===== src/rtl/core/scf_pkg.sv =====
// ----------------------------------------------------------------------------
// Stereo crossfeed filter package
// Shared widths, register codes, control word layout and the microcode ROM.
// ----------------------------------------------------------------------------
`timescale 1ns / 1ps

package scf_pkg;

  // Default sample and coefficient formats
  localparam int unsigned SAMPLE_BITS_DEF    = 24;
  localparam int unsigned COEF_FRAC_BITS_DEF = 16;

  // Fixed register and datapath widths
  localparam int unsigned B0_W    = 16;
  localparam int unsigned A1_W    = 18;
  localparam int unsigned GAIN_W  = 15;
  localparam int unsigned CFG_W   = 18;
  localparam int unsigned CFG_IDX_W = 2;
  localparam int unsigned FILT_W  = 32;
  localparam int unsigned OPA_W   = 19;
  localparam int unsigned OPB_W   = FILT_W + 1;
  localparam int unsigned PROD_W  = OPA_W + OPB_W;
  localparam int unsigned STEP_W  = 4;

  // Register reset values
  localparam logic [B0_W-1:0]          B0_RESET   = 16'd3115;
  localparam logic signed [A1_W-1:0]   A1_RESET   = -18'sd59305;
  localparam logic [GAIN_W-1:0]        GAIN_RESET = 15'd0;

  typedef logic [STEP_W-1:0] step_t;

  // Register indexes on the configuration port
  typedef enum logic [CFG_IDX_W-1:0] {
    CFG_B0   = 2'd0,
    CFG_A1   = 2'd1,
    CFG_GAIN = 2'd2
  } cfg_reg_e;

  // Multiplier coefficient operand
  typedef enum logic [1:0] {
    OPA_B0   = 2'd0,
    OPA_A1   = 2'd1,
    OPA_GAIN = 2'd2
  } opa_sel_e;

  // Multiplier data operand
  typedef enum logic [2:0] {
    OPB_SUM_L = 3'd0,
    OPB_Y1_L  = 3'd1,
    OPB_SUM_R = 3'd2,
    OPB_Y1_R  = 3'd3,
    OPB_DIFF  = 3'd4
  } opb_sel_e;

  // Accumulator operation on the registered product
  typedef enum logic [1:0] {
    ACC_HOLD    = 2'd0,
    ACC_LOAD_FF = 2'd1,
    ACC_SUB     = 2'd2,
    ACC_LOAD_D  = 2'd3
  } acc_op_e;

  // Filter state write-back
  typedef enum logic [1:0] {
    WB_NONE  = 2'd0,
    WB_LEFT  = 2'd1,
    WB_RIGHT = 2'd2
  } wb_e;

  // Result register load
  typedef enum logic [1:0] {
    EMIT_NONE = 2'd0,
    EMIT_MIX  = 2'd1,
    EMIT_PASS = 2'd2
  } emit_e;

  // Sequencing after a step
  typedef enum logic [1:0] {
    JMP_NEXT   = 2'd0,
    JMP_BYPASS = 2'd1,
    JMP_END    = 2'd2
  } jmp_e;

  typedef struct packed {
    opa_sel_e opa;
    opb_sel_e opb;
    acc_op_e  acc;
    wb_e      wb;
    emit_e    emit;
    jmp_e     jmp;
    step_t    target;
  } ucode_t;

  // Sequencer to datapath control
  typedef struct packed {
    logic   load;
    ucode_t uc;
  } scf_ctrl_t;

  localparam step_t STEP_PASS = 4'd9;

  // Microcode ROM. A product issued in one step is accumulated in the next.
  function automatic ucode_t ucode_rom(step_t s);
    ucode_t w;
    w = '{opa: OPA_B0, opb: OPB_SUM_L, acc: ACC_HOLD, wb: WB_NONE,
          emit: EMIT_NONE, jmp: JMP_NEXT, target: '0};
    unique case (s)
      4'd0: begin
        w.opa = OPA_B0;   w.opb = OPB_SUM_L;
        w.jmp = JMP_BYPASS; w.target = STEP_PASS;
      end
      4'd1: begin
        w.opa = OPA_A1;   w.opb = OPB_Y1_L;  w.acc = ACC_LOAD_FF;
      end
      4'd2: begin
        w.opa = OPA_B0;   w.opb = OPB_SUM_R; w.acc = ACC_SUB;
      end
      4'd3: begin
        w.opa = OPA_A1;   w.opb = OPB_Y1_R;  w.acc = ACC_LOAD_FF;
        w.wb  = WB_LEFT;
      end
      4'd4: begin
        w.acc = ACC_SUB;
      end
      4'd5: begin
        w.wb  = WB_RIGHT;
      end
      4'd6: begin
        w.opa = OPA_GAIN; w.opb = OPB_DIFF;
      end
      4'd7: begin
        w.acc = ACC_LOAD_D;
      end
      4'd8: begin
        w.emit = EMIT_MIX; w.jmp = JMP_END;
      end
      4'd9: begin
        w.emit = EMIT_PASS; w.jmp = JMP_END;
      end
      default: begin
        w.jmp = JMP_END;
      end
    endcase
    return w;
  endfunction

endpackage


===== src/rtl/core/scf_sequencer.sv =====
// ----------------------------------------------------------------------------
// Crossfeed microcode sequencer
// Step counter over the microcode ROM, request handshakes and stall control.
// ----------------------------------------------------------------------------
`timescale 1ns / 1ps

module scf_sequencer
  import scf_pkg::*;
(
  input  logic      clk_i,
  input  logic      rst_ni,
  input  logic      in_valid_i,
  output logic      in_ready_o,
  output logic      out_valid_o,
  input  logic      out_ready_i,
  input  logic      gain_zero_i,
  output scf_ctrl_t ctrl_o
);

  logic   busy_q, busy_d;
  step_t  step_q, step_d;
  logic   out_valid_q, out_valid_d;
  ucode_t uc;
  logic   load, stall, run;

  // Fetch the control word of the current step
  always_comb begin
    uc         = ucode_rom(step_q);
    load       = in_valid_i && !busy_q;
    stall      = busy_q && (uc.emit != EMIT_NONE) && out_valid_q && !out_ready_i;
    run        = busy_q && !stall;
    in_ready_o = !busy_q;
  end

  // Drop datapath actions while idle or stalled
  always_comb begin
    ctrl_o.load = load;
    ctrl_o.uc   = uc;
    if (!run) begin
      ctrl_o.uc.acc  = ACC_HOLD;
      ctrl_o.uc.wb   = WB_NONE;
      ctrl_o.uc.emit = EMIT_NONE;
    end
  end

  // Advance the step counter, take jumps
  always_comb begin
    busy_d = busy_q;
    step_d = step_q;
    if (load) begin
      busy_d = 1'b1;
      step_d = '0;
    end else if (run) begin
      unique case (uc.jmp)
        JMP_NEXT:   step_d = step_q + step_t'(1);
        JMP_BYPASS: step_d = gain_zero_i ? uc.target : step_q + step_t'(1);
        JMP_END: begin
          busy_d = 1'b0;
          step_d = '0;
        end
        default: begin
          busy_d = 1'b0;
          step_d = '0;
        end
      endcase
    end
  end

  // Hold the result valid until the request is taken
  always_comb begin
    out_valid_d = out_valid_q;
    if (run && (uc.emit != EMIT_NONE)) begin
      out_valid_d = 1'b1;
    end else if (out_ready_i) begin
      out_valid_d = 1'b0;
    end
  end

  always_ff @(posedge clk_i or negedge rst_ni) begin
    if (!rst_ni) begin
      busy_q      <= 1'b0;
      step_q      <= '0;
      out_valid_q <= 1'b0;
    end else begin
      busy_q      <= busy_d;
      step_q      <= step_d;
      out_valid_q <= out_valid_d;
    end
  end

  assign out_valid_o = out_valid_q;

endmodule


===== src/rtl/core/scf_datapath.sv =====
// ----------------------------------------------------------------------------
// Crossfeed datapath
// Shared multiplier, accumulator, low-pass state and saturating result stage.
// ----------------------------------------------------------------------------
`timescale 1ns / 1ps

module scf_datapath
  import scf_pkg::*;
#(
  parameter int unsigned SAMPLE_BITS    = SAMPLE_BITS_DEF,
  parameter int unsigned COEF_FRAC_BITS = COEF_FRAC_BITS_DEF
) (
  input  logic                          clk_i,
  input  logic                          rst_ni,
  input  scf_ctrl_t                     ctrl_i,
  input  logic [B0_W-1:0]               b0_i,
  input  logic signed [A1_W-1:0]        a1_i,
  input  logic [GAIN_W-1:0]             gain_i,
  input  logic signed [SAMPLE_BITS-1:0] left_in_i,
  input  logic signed [SAMPLE_BITS-1:0] right_in_i,
  input  logic                          end_of_block_i,
  output logic signed [SAMPLE_BITS-1:0] left_out_o,
  output logic signed [SAMPLE_BITS-1:0] right_out_o,
  output logic                          clipped_o,
  output logic                          end_of_block_out_o
);

  localparam int unsigned EXTRA_BITS = FILT_W - SAMPLE_BITS;
  localparam int unsigned ACC_W      = PROD_W + EXTRA_BITS;
  localparam int unsigned D_SHIFT    = COEF_FRAC_BITS + EXTRA_BITS;
  localparam logic signed [ACC_W-1:0] RND_F = ACC_W'(1) << (COEF_FRAC_BITS - 1);
  localparam logic signed [ACC_W-1:0] RND_D = ACC_W'(1) << (D_SHIFT - 1);

  // Frame and filter state
  logic signed [SAMPLE_BITS-1:0] left_q, right_q;
  logic                          eob_q;
  logic signed [SAMPLE_BITS:0]   sum_l_q, sum_r_q;
  logic signed [SAMPLE_BITS-1:0] x1_l_q, x1_r_q;
  logic signed [FILT_W-1:0]      y1_l_q, y1_r_q;
  logic signed [OPB_W-1:0]       diff_q;

  // Arithmetic
  logic signed [OPA_W-1:0]  opa;
  logic signed [OPB_W-1:0]  opb;
  logic signed [PROD_W-1:0] prod_d, prod_q;
  logic signed [ACC_W-1:0]  prod_ext;
  logic signed [ACC_W-1:0]  acc_d, acc_q;
  logic signed [ACC_W-1:0]  y_shift;
  logic                     y_sat;
  logic signed [FILT_W-1:0] y_new;
  logic signed [ACC_W-1:0]  d_val, lo_full, ro_full;
  logic                     lo_sat, ro_sat;
  logic signed [SAMPLE_BITS-1:0] lo_clamped, ro_clamped;

  // Select multiplier operands
  always_comb begin
    unique case (ctrl_i.uc.opa)
      OPA_B0:   opa = OPA_W'({1'b0, b0_i});
      OPA_A1:   opa = OPA_W'(a1_i);
      OPA_GAIN: opa = OPA_W'({1'b0, gain_i});
      default:  opa = '0;
    endcase
    unique case (ctrl_i.uc.opb)
      OPB_SUM_L: opb = OPB_W'(sum_l_q);
      OPB_Y1_L:  opb = OPB_W'(y1_l_q);
      OPB_SUM_R: opb = OPB_W'(sum_r_q);
      OPB_Y1_R:  opb = OPB_W'(y1_r_q);
      OPB_DIFF:  opb = diff_q;
      default:   opb = '0;
    endcase
    prod_d = PROD_W'(opa) * PROD_W'(opb);
  end

  // Accumulate the registered product
  always_comb begin
    prod_ext = ACC_W'(prod_q);
    unique case (ctrl_i.uc.acc)
      ACC_HOLD:    acc_d = acc_q;
      ACC_LOAD_FF: acc_d = (prod_ext <<< EXTRA_BITS) + RND_F;
      ACC_SUB:     acc_d = acc_q - prod_ext;
      ACC_LOAD_D:  acc_d = prod_ext + RND_D;
      default:     acc_d = acc_q;
    endcase
  end

  // Scale the accumulator to a filtered value, saturate to 32 bits
  always_comb begin
    y_shift = acc_q >>> COEF_FRAC_BITS;
    y_sat   = !((&y_shift[ACC_W-1:FILT_W-1]) || !(|y_shift[ACC_W-1:FILT_W-1]));
    y_new   = y_sat ? {y_shift[ACC_W-1], {(FILT_W-1){~y_shift[ACC_W-1]}}}
                    : y_shift[FILT_W-1:0];
  end

  // Mix the scaled difference into both channels and saturate
  always_comb begin
    d_val   = acc_q >>> D_SHIFT;
    lo_full = ACC_W'(left_q) - d_val;
    ro_full = ACC_W'(right_q) + d_val;
    lo_sat  = !((&lo_full[ACC_W-1:SAMPLE_BITS-1]) || !(|lo_full[ACC_W-1:SAMPLE_BITS-1]));
    ro_sat  = !((&ro_full[ACC_W-1:SAMPLE_BITS-1]) || !(|ro_full[ACC_W-1:SAMPLE_BITS-1]));
    lo_clamped = lo_sat ? {lo_full[ACC_W-1], {(SAMPLE_BITS-1){~lo_full[ACC_W-1]}}}
                        : lo_full[SAMPLE_BITS-1:0];
    ro_clamped = ro_sat ? {ro_full[ACC_W-1], {(SAMPLE_BITS-1){~ro_full[ACC_W-1]}}}
                        : ro_full[SAMPLE_BITS-1:0];
  end

  // Capture the frame and the feedforward sums on request
  always_ff @(posedge clk_i) begin
    prod_q <= prod_d;
    acc_q  <= acc_d;
    if (ctrl_i.load) begin
      left_q  <= left_in_i;
      right_q <= right_in_i;
      eob_q   <= end_of_block_i;
      sum_l_q <= (SAMPLE_BITS+1)'(left_in_i) + (SAMPLE_BITS+1)'(x1_l_q);
      sum_r_q <= (SAMPLE_BITS+1)'(right_in_i) + (SAMPLE_BITS+1)'(x1_r_q);
    end
    if (ctrl_i.uc.wb == WB_RIGHT) begin
      diff_q <= OPB_W'(y1_l_q) - OPB_W'(y_new);
    end
  end

  // Write back filter state
  always_ff @(posedge clk_i or negedge rst_ni) begin
    if (!rst_ni) begin
      x1_l_q <= '0;
      x1_r_q <= '0;
      y1_l_q <= '0;
      y1_r_q <= '0;
    end else begin
      unique case (ctrl_i.uc.wb)
        WB_LEFT: begin
          x1_l_q <= left_q;
          y1_l_q <= y_new;
        end
        WB_RIGHT: begin
          x1_r_q <= right_q;
          y1_r_q <= y_new;
        end
        default: begin
        end
      endcase
    end
  end

  // Load the result register
  always_ff @(posedge clk_i) begin
    unique case (ctrl_i.uc.emit)
      EMIT_MIX: begin
        left_out_o         <= lo_clamped;
        right_out_o        <= ro_clamped;
        clipped_o          <= lo_sat || ro_sat;
        end_of_block_out_o <= eob_q;
      end
      EMIT_PASS: begin
        left_out_o         <= left_q;
        right_out_o        <= right_q;
        clipped_o          <= 1'b0;
        end_of_block_out_o <= eob_q;
      end
      default: begin
      end
    endcase
  end

endmodule


===== src/rtl/core/stereo_crossfeed_filter.sv =====
// ----------------------------------------------------------------------------
// Stereo crossfeed filter
// First-order crossfeed: low-pass both channels, mix the scaled difference.
// ----------------------------------------------------------------------------
// Each request carries one stereo frame. Both channels pass through a
// first-order low-pass; the difference of the two filtered values, scaled by
// cross_gain, is taken from left and added to right, with SAMPLE_BITS-wide
// saturation flagged on clipped_o. With cross_gain at zero the frame passes unchanged and
// the filter state holds. All work runs on one shared multiplier, followed by
// a product register, stepped by a microcode ROM that takes a shorter path
// when cross_gain is zero; the final step stalls while the previous result
// still waits on out_ready_i.
// The next frame is accepted while the previous result still waits.
// Configuration writes are taken at once on cfg_we_i; write only when idle.
`timescale 1ns / 1ps

module stereo_crossfeed_filter
  import scf_pkg::*;
#(
  parameter int unsigned SAMPLE_BITS    = SAMPLE_BITS_DEF,
  parameter int unsigned COEF_FRAC_BITS = COEF_FRAC_BITS_DEF
) (
  input  logic                          clk_i,
  input  logic                          rst_ni,
  // Configuration write port
  input  logic                          cfg_we_i,
  input  logic [CFG_IDX_W-1:0]          cfg_idx_i,
  input  logic [CFG_W-1:0]              cfg_wdata_i,
  // Input frames
  input  logic                          in_valid_i,
  output logic                          in_ready_o,
  input  logic signed [SAMPLE_BITS-1:0] left_in_i,
  input  logic signed [SAMPLE_BITS-1:0] right_in_i,
  input  logic                          end_of_block_i,
  // Output frames
  output logic                          out_valid_o,
  input  logic                          out_ready_i,
  output logic signed [SAMPLE_BITS-1:0] left_out_o,
  output logic signed [SAMPLE_BITS-1:0] right_out_o,
  output logic                          clipped_o,
  output logic                          end_of_block_out_o
);

  logic [B0_W-1:0]        b0_q;
  logic signed [A1_W-1:0] a1_q;
  logic [GAIN_W-1:0]      gain_q;
  logic                   gain_zero;
  scf_ctrl_t              ctrl;

  // Write configuration registers, ignore unused indexes
  always_ff @(posedge clk_i or negedge rst_ni) begin
    if (!rst_ni) begin
      b0_q   <= B0_RESET;
      a1_q   <= A1_RESET;
      gain_q <= GAIN_RESET;
    end else if (cfg_we_i) begin
      unique case (cfg_idx_i)
        CFG_B0:   b0_q   <= cfg_wdata_i[B0_W-1:0];
        CFG_A1:   a1_q   <= cfg_wdata_i[A1_W-1:0];
        CFG_GAIN: gain_q <= cfg_wdata_i[GAIN_W-1:0];
        default: begin
        end
      endcase
    end
  end

  assign gain_zero = (gain_q == '0);

  scf_sequencer u_sequencer (
    .clk_i       (clk_i),
    .rst_ni      (rst_ni),
    .in_valid_i  (in_valid_i),
    .in_ready_o  (in_ready_o),
    .out_valid_o (out_valid_o),
    .out_ready_i (out_ready_i),
    .gain_zero_i (gain_zero),
    .ctrl_o      (ctrl)
  );

  scf_datapath #(
    .SAMPLE_BITS    (SAMPLE_BITS),
    .COEF_FRAC_BITS (COEF_FRAC_BITS)
  ) u_datapath (
    .clk_i              (clk_i),
    .rst_ni             (rst_ni),
    .ctrl_i             (ctrl),
    .b0_i               (b0_q),
    .a1_i               (a1_q),
    .gain_i             (gain_q),
    .left_in_i          (left_in_i),
    .right_in_i         (right_in_i),
    .end_of_block_i     (end_of_block_i),
    .left_out_o         (left_out_o),
    .right_out_o        (right_out_o),
    .clipped_o          (clipped_o),
    .end_of_block_out_o (end_of_block_out_o)
  );

endmodule

===== config.mk =====
export PLATFORM = sky130hd
export DESIGN_NAME = stereo_crossfeed_filter
export DESIGN_NICKNAME = d
export VERILOG_FILES = /design/src/rtl/core/scf_pkg.sv /design/src/rtl/core/scf_sequencer.sv /design/src/rtl/core/scf_datapath.sv /design/src/rtl/core/stereo_crossfeed_filter.sv
export SDC_FILE = /design/constraint.sdc
export NUM_CORES = 2
export LEC_CHECK = 0
export ABC_AREA = 1
export BUFFER_PORTS_ARGS = -buffer_cell sky130_fd_sc_hd__clkbuf_2
export CAP_MARGIN = 20
export CELL_PAD_IN_SITES_DETAIL_PLACEMENT = 1
export CELL_PAD_IN_SITES_GLOBAL_PLACEMENT = 2
export CORE_MARGIN = 3
export CORE_UTILIZATION = 35
export CTS_CLUSTER_SIZE = 12
export DETAILED_ROUTE_END_ITERATION = 10
export GPL_ROUTABILITY_DRIVEN = 0
export GPL_TIMING_DRIVEN = 0
export PLACE_DENSITY_LB_ADDON = 0.3
export SLEW_MARGIN = 10
export SYNTH_ARGS = -nofsm -noshare
export SYNTH_HDL_FRONTEND = slang
export SYNTH_SLANG_ARGS = --single-unit

===== constraint.sdc =====
create_clock -name clk_i -period 21.8 [get_ports clk_i]
set_input_delay 1.09 -clock clk_i [delete_from_list [all_inputs] [get_ports clk_i]]
set_output_delay 1.09 -clock clk_i [all_outputs]
set_load 0.02 [all_outputs]

==> flow_summary_export.csv <==
group,metric,value,unit
outcome,result_of_the_run,"finished, final reports clean",
grt,grt.busiest_layer,"met2",
worst_setup_path,r2r_slack,12.29,ns
worst_setup_path,worst-path-stages,34,
route,totalWireLength,230000,microns
sta,final_max_slew_viol_count,0,
yosys,synth-compound-area-share,10.2,%
worst_setup_path,worst_path_cell_with_the_longest_stage_delay,"sky130_fd_sc_hd__a221oi_1",
floorplan,die-height,403,microns
yosys,synth-xor-area-share,3.20,%
sta,clock_period_minus_final_worst_setup_slack,9.51,ns
grt,gr-usage-met3,5.63,%
worst_setup_path,timing.setup.critical_path_class,"reg -> reg",
yosys,netlist_top_cells_area,"sky130_fd_sc_hd__fa_1 (22%), sky130_fd_sc_hd__edfxtp_1 (13%), sky130_fd_sc_hd__nand2_1 (12%)",
grt,grt_pass1_wl,340000,microns
worst_setup_path,worstPathArrival,10.10,ns
sta,final_min_period_over_clock_period,43.6,%
final_layout,area_growth_syn_to_layout,9.84,%
floorplan,core_ar,157000,sq um
worst_setup_path,crit_path_start,"u_sequencer.step_q[0]$_DFFE_PN0P_",
sta,grt_setup_unrepaired,"false",
worst_setup_path,crit-reg2reg-launch,"u_sequencer.step_q[0]$_DFFE_PN0P_",
sta,max-slew-margin-rel,23.0,%
yosys,syn-num-nets,8238,
yosys,synthDistinctLibCells,66,
clocking,cts_inserted_buffers,57,
route,routedWlPerCell,24.2,microns
placement,detailedPlacementHpwl,196000,microns
final_layout,number_of_nets_in_the_layout,8432,
yosys,syn-instance-count,7192,
yosys,postSynthRegisterBits,461,
clocking,clk_pin_slew,0.06,ns
grt,grt-ovfl-total,0,
clocking,clk_latency,0.71,ns
worst_setup_path,cp_max_fo,10,
grt,antenna_found_initial,19,
yosys,synth_simple_gate_area_share,22.1,%
clocking,cts_tree,"yes",
grt,total_global_routing_track_utilization,28.0,%
route,drtAntennaViolNets,0,
clocking,cts_htree_levels,2,
worst_setup_path,worst_ep_required_time,22.39,ns
yosys,yosys-mux-area-fraction,0.489,%
worst_setup_path,critical_path_buf_inv_count,8,
final_layout,n_fill_cell,19200,
worst_setup_path,delay_of_the_slowest_cell_on_the_worst_path,0.58,ns
yosys,yosys.cell_count.top_type,"sky130_fd_sc_hd__nand2_1",
route,initialDrtViolationCount,3530,
yosys,synth.top_cells.by_count,"sky130_fd_sc_hd__nand2_1 (1800), sky130_fd_sc_hd__inv_1 (1355), sky130_fd_sc_hd__nor2_1 (692), sky130_fd_sc_hd__fa_1 (614), sky130_fd_sc_hd__ha_1 (358)",
worst_setup_path,worst_path_dominant_cell_family,"adder cells",
yosys,yosysWarningCount,0,
worst_setup_path,critical_path.endpoint,"u_datapath.prod_q[35]$_DFF_P_",
floorplan,floorplan.initialDensity,35.3,%
floorplan,die_area,163000,sq um
yosys,share_of_the_yosys_chip_area_belonging_to_registers,22.6,%
worst_setup_path,critPathCaptureType,"register",
grt,grtUsageMet2,45.0,%
floorplan,num_rows,145,
floorplan,die_width,403,microns
grt,maximum_number_of_pins_on_one_net_before_global_route_repair,93,
yosys,synth_async_sr_flop_share,36.2,%
floorplan,boundaryPins,126,
sta,setup_violations,0,
worst_setup_path,worst_setup_path_start_kind,"register",
yosys,synthFlopType,"sky130_fd_sc_hd__edfxtp_1",
final_layout,post_route_cells_drive_above_1_share,6.90,%
grt,met1_usage,37.7,%
yosys,synth-adder-area-share,30.3,%
sta,fin_worst_skew,0.0512,ns
route,detailedRoute.firstPassIterationCount,5,
yosys,synth_area_leader_cell,"sky130_fd_sc_hd__fa_1",
clocking,cts_root_buf,"sky130_fd_sc_hd__clkbuf_16",
clocking,clock_path_buffers,3,
worst_setup_path,path_common_cell,"sky130_fd_sc_hd__fa_1",
job,timing.max_cap.violations,0,
yosys,dominant_combinational_cell_family_by_area_after_synthesis,"adder cells",
clocking,cts_setup_buffers,0,
grt,first_global_vias,52200,
yosys,edff_count_synth,242,
placement,port_buffers,125,
worst_setup_path,reg2regPathDepth,34,
yosys,synth_area_per_cell,7.69,sq um
sta,fmaxAchievable,0.105,GHz
clocking,numClockSinks,461,
clocking,number_of_gates_given_a_new_drive_strength_after_cts,0,
route,route.detailed.drc,0,
sta,timing.final.hold_violations,0,
yosys,yosysTopAreaCellShare,22.2,%
worst_setup_path,r2r_end,"u_datapath.prod_q[35]$_DFF_P_",
yosys,synth_area,55300,sq um
route,route.detailed.vias_per_inst,5.28,
route,num_vias,50100,
sta,fin_worst_hold_slack,0.402,ns
sta,tightestPinTransition,1.15,ns
clocking,ctsHoldBuffers,0,
sta,tns,0,ns
min_path,hold_path.class,"in -> async",
[final cells by class]
| class | instances | area, sq um | share of cell area [%] |
|---|---|---|---|
| clock buffers | 84 | 1660 | 2.74 |
| clock inverters | 24 | 319 | 0.525 |
| flip-flops and latches | 461 | 12500 | 20.6 |
| repair buffers | 135 | 831 | 1.37 |
| inverters | 1401 | 5260 | 8.66 |
| diodes | 10 | 25.0 | 0.0412 |
| plain buffers | 167 | 828 | 1.36 |
| multi-input cells | 5163 | 36700 | 60.5 |
| well taps | 2058 | 2570 | 4.24 |
[layout by cell type (no fill, tap or decap), types with 12 or more instances in the layout]
master	instances
sky130_fd_sc_hd__o21ai_0	348
sky130_fd_sc_hd__nand2_1	1799
sky130_fd_sc_hd__inv_2	41
sky130_fd_sc_hd__a21o_1	17
sky130_fd_sc_hd__a22oi_1	44
sky130_fd_sc_hd__nand2_2	12
sky130_fd_sc_hd__buf_2	74
sky130_fd_sc_hd__dfstp_2	15
sky130_fd_sc_hd__clkbuf_1	91
sky130_fd_sc_hd__nand4_1	51
sky130_fd_sc_hd__ha_1	358
sky130_fd_sc_hd__edfxtp_1	242
sky130_fd_sc_hd__o221ai_1	18
sky130_fd_sc_hd__dfrtp_1	152
sky130_fd_sc_hd__a21oi_2	25
sky130_fd_sc_hd__dfxtp_1	52
sky130_fd_sc_hd__clkbuf_16	60
sky130_fd_sc_hd__a31oi_1	52
sky130_fd_sc_hd__nand3_1	278
sky130_fd_sc_hd__fa_1	614
sky130_fd_sc_hd__mux2_2	24
sky130_fd_sc_hd__nor2_1	690
sky130_fd_sc_hd__o21ai_1	14
sky130_fd_sc_hd__nor3_1	52
sky130_fd_sc_hd__a22o_1	15
sky130_fd_sc_hd__a21oi_1	317
sky130_fd_sc_hd__xnor2_1	58
sky130_fd_sc_hd__nor4_1	29
sky130_fd_sc_hd__buf_6	13
sky130_fd_sc_hd__o21a_1	25
sky130_fd_sc_hd__o211ai_1	26
sky130_fd_sc_hd__nor2_2	30
sky130_fd_sc_hd__inv_1	1354
sky130_fd_sc_hd__clkbuf_2	124
sky130_fd_sc_hd__o21bai_1	21
sky130_fd_sc_hd__xor2_1	144
[registers in the layout, indices dropped and copies added, names as in the netlist]
register and count:
u_datapath.prod_q 52, u_datapath.sum_l_q 25, b0_q 16, u_datapath.left_q 24, u_sequencer.step_q 4, u_datapath.clipped_o 1
u_datapath.sum_r_q 25, u_datapath.end_of_block_out_o 1, u_sequencer.busy_q 1, u_datapath.y1_r_q 32, a1_q 18, u_datapath.eob_q 1
u_datapath.left_out_o 24, u_datapath.x1_r_q 24, u_datapath.diff_q 33, gain_q 15, u_sequencer.out_valid_o 1, u_datapath.y1_l_q 32
u_datapath.right_out_o 24, u_datapath.x1_l_q 24, u_datapath.right_q 24, u_datapath.acc_q 60
[metal layers]
metal  share of wire (%)  wire length [microns]
met1                  44                 100000
met2                  45                 104000
met3                 7.4                  17000
met4                 3.7                   8620
met5               0.016                     37
[metrics by stage]
step                instance area [sq um]  instances  util [%]  worst slack, ns
floorplan                           55300       7192         -            14.60
global placement                    58500       9375      37.4            12.17
detailed placement                  58700       9385      37.5            12.51
CTS                                 60700       9493      38.8            12.41
global route                        60700       9493      38.8            11.78
finish                              60700       9503      38.8            12.29
[worst min path at each step]
stage / start / end / slack, ns / depth (start not counted)
6_report: rst_ni / u_datapath.y1_r_q[11]$_DFFE_PN0N_ / 0.40 / 1
2_1_floorplan: u_datapath.eob_q$_DFFE_PP_ / u_datapath.end_of_block_out_o$_DFFE_PP_ / 0.40 / 0
5_1_grt: u_datapath.eob_q$_DFFE_PP_ / u_datapath.end_of_block_out_o$_DFFE_PP_ / 0.44 / 0
3_5_place_dp: u_datapath.eob_q$_DFFE_PP_ / u_datapath.end_of_block_out_o$_DFFE_PP_ / 0.43 / 0
3_3_place_gp: u_datapath.eob_q$_DFFE_PP_ / u_datapath.end_of_block_out_o$_DFFE_PP_ / 0.40 / 0
4_1_cts: u_datapath.eob_q$_DFFE_PP_ / u_datapath.end_of_block_out_o$_DFFE_PP_ / 0.43 / 0
[kinds of logic (layout without fill, tap and decap cells)]
kind of cell / after synthesis / count (layout)
other: 0 / 10
DFF: 461 / 461
AOI/OAI and AO/OA: 970 / 970
xor gates and xnor gates: 202 / 202
adders and majority gates: 972 / 972
muxes: 24 / 24
and+or+nand+nor: 2995 / 2995
buffers and inverters: 1568 / 1811
Power is left out: the tool's default activity adds up to more than one toggle a clock period on the data nets, which glitch-free logic cannot reach.
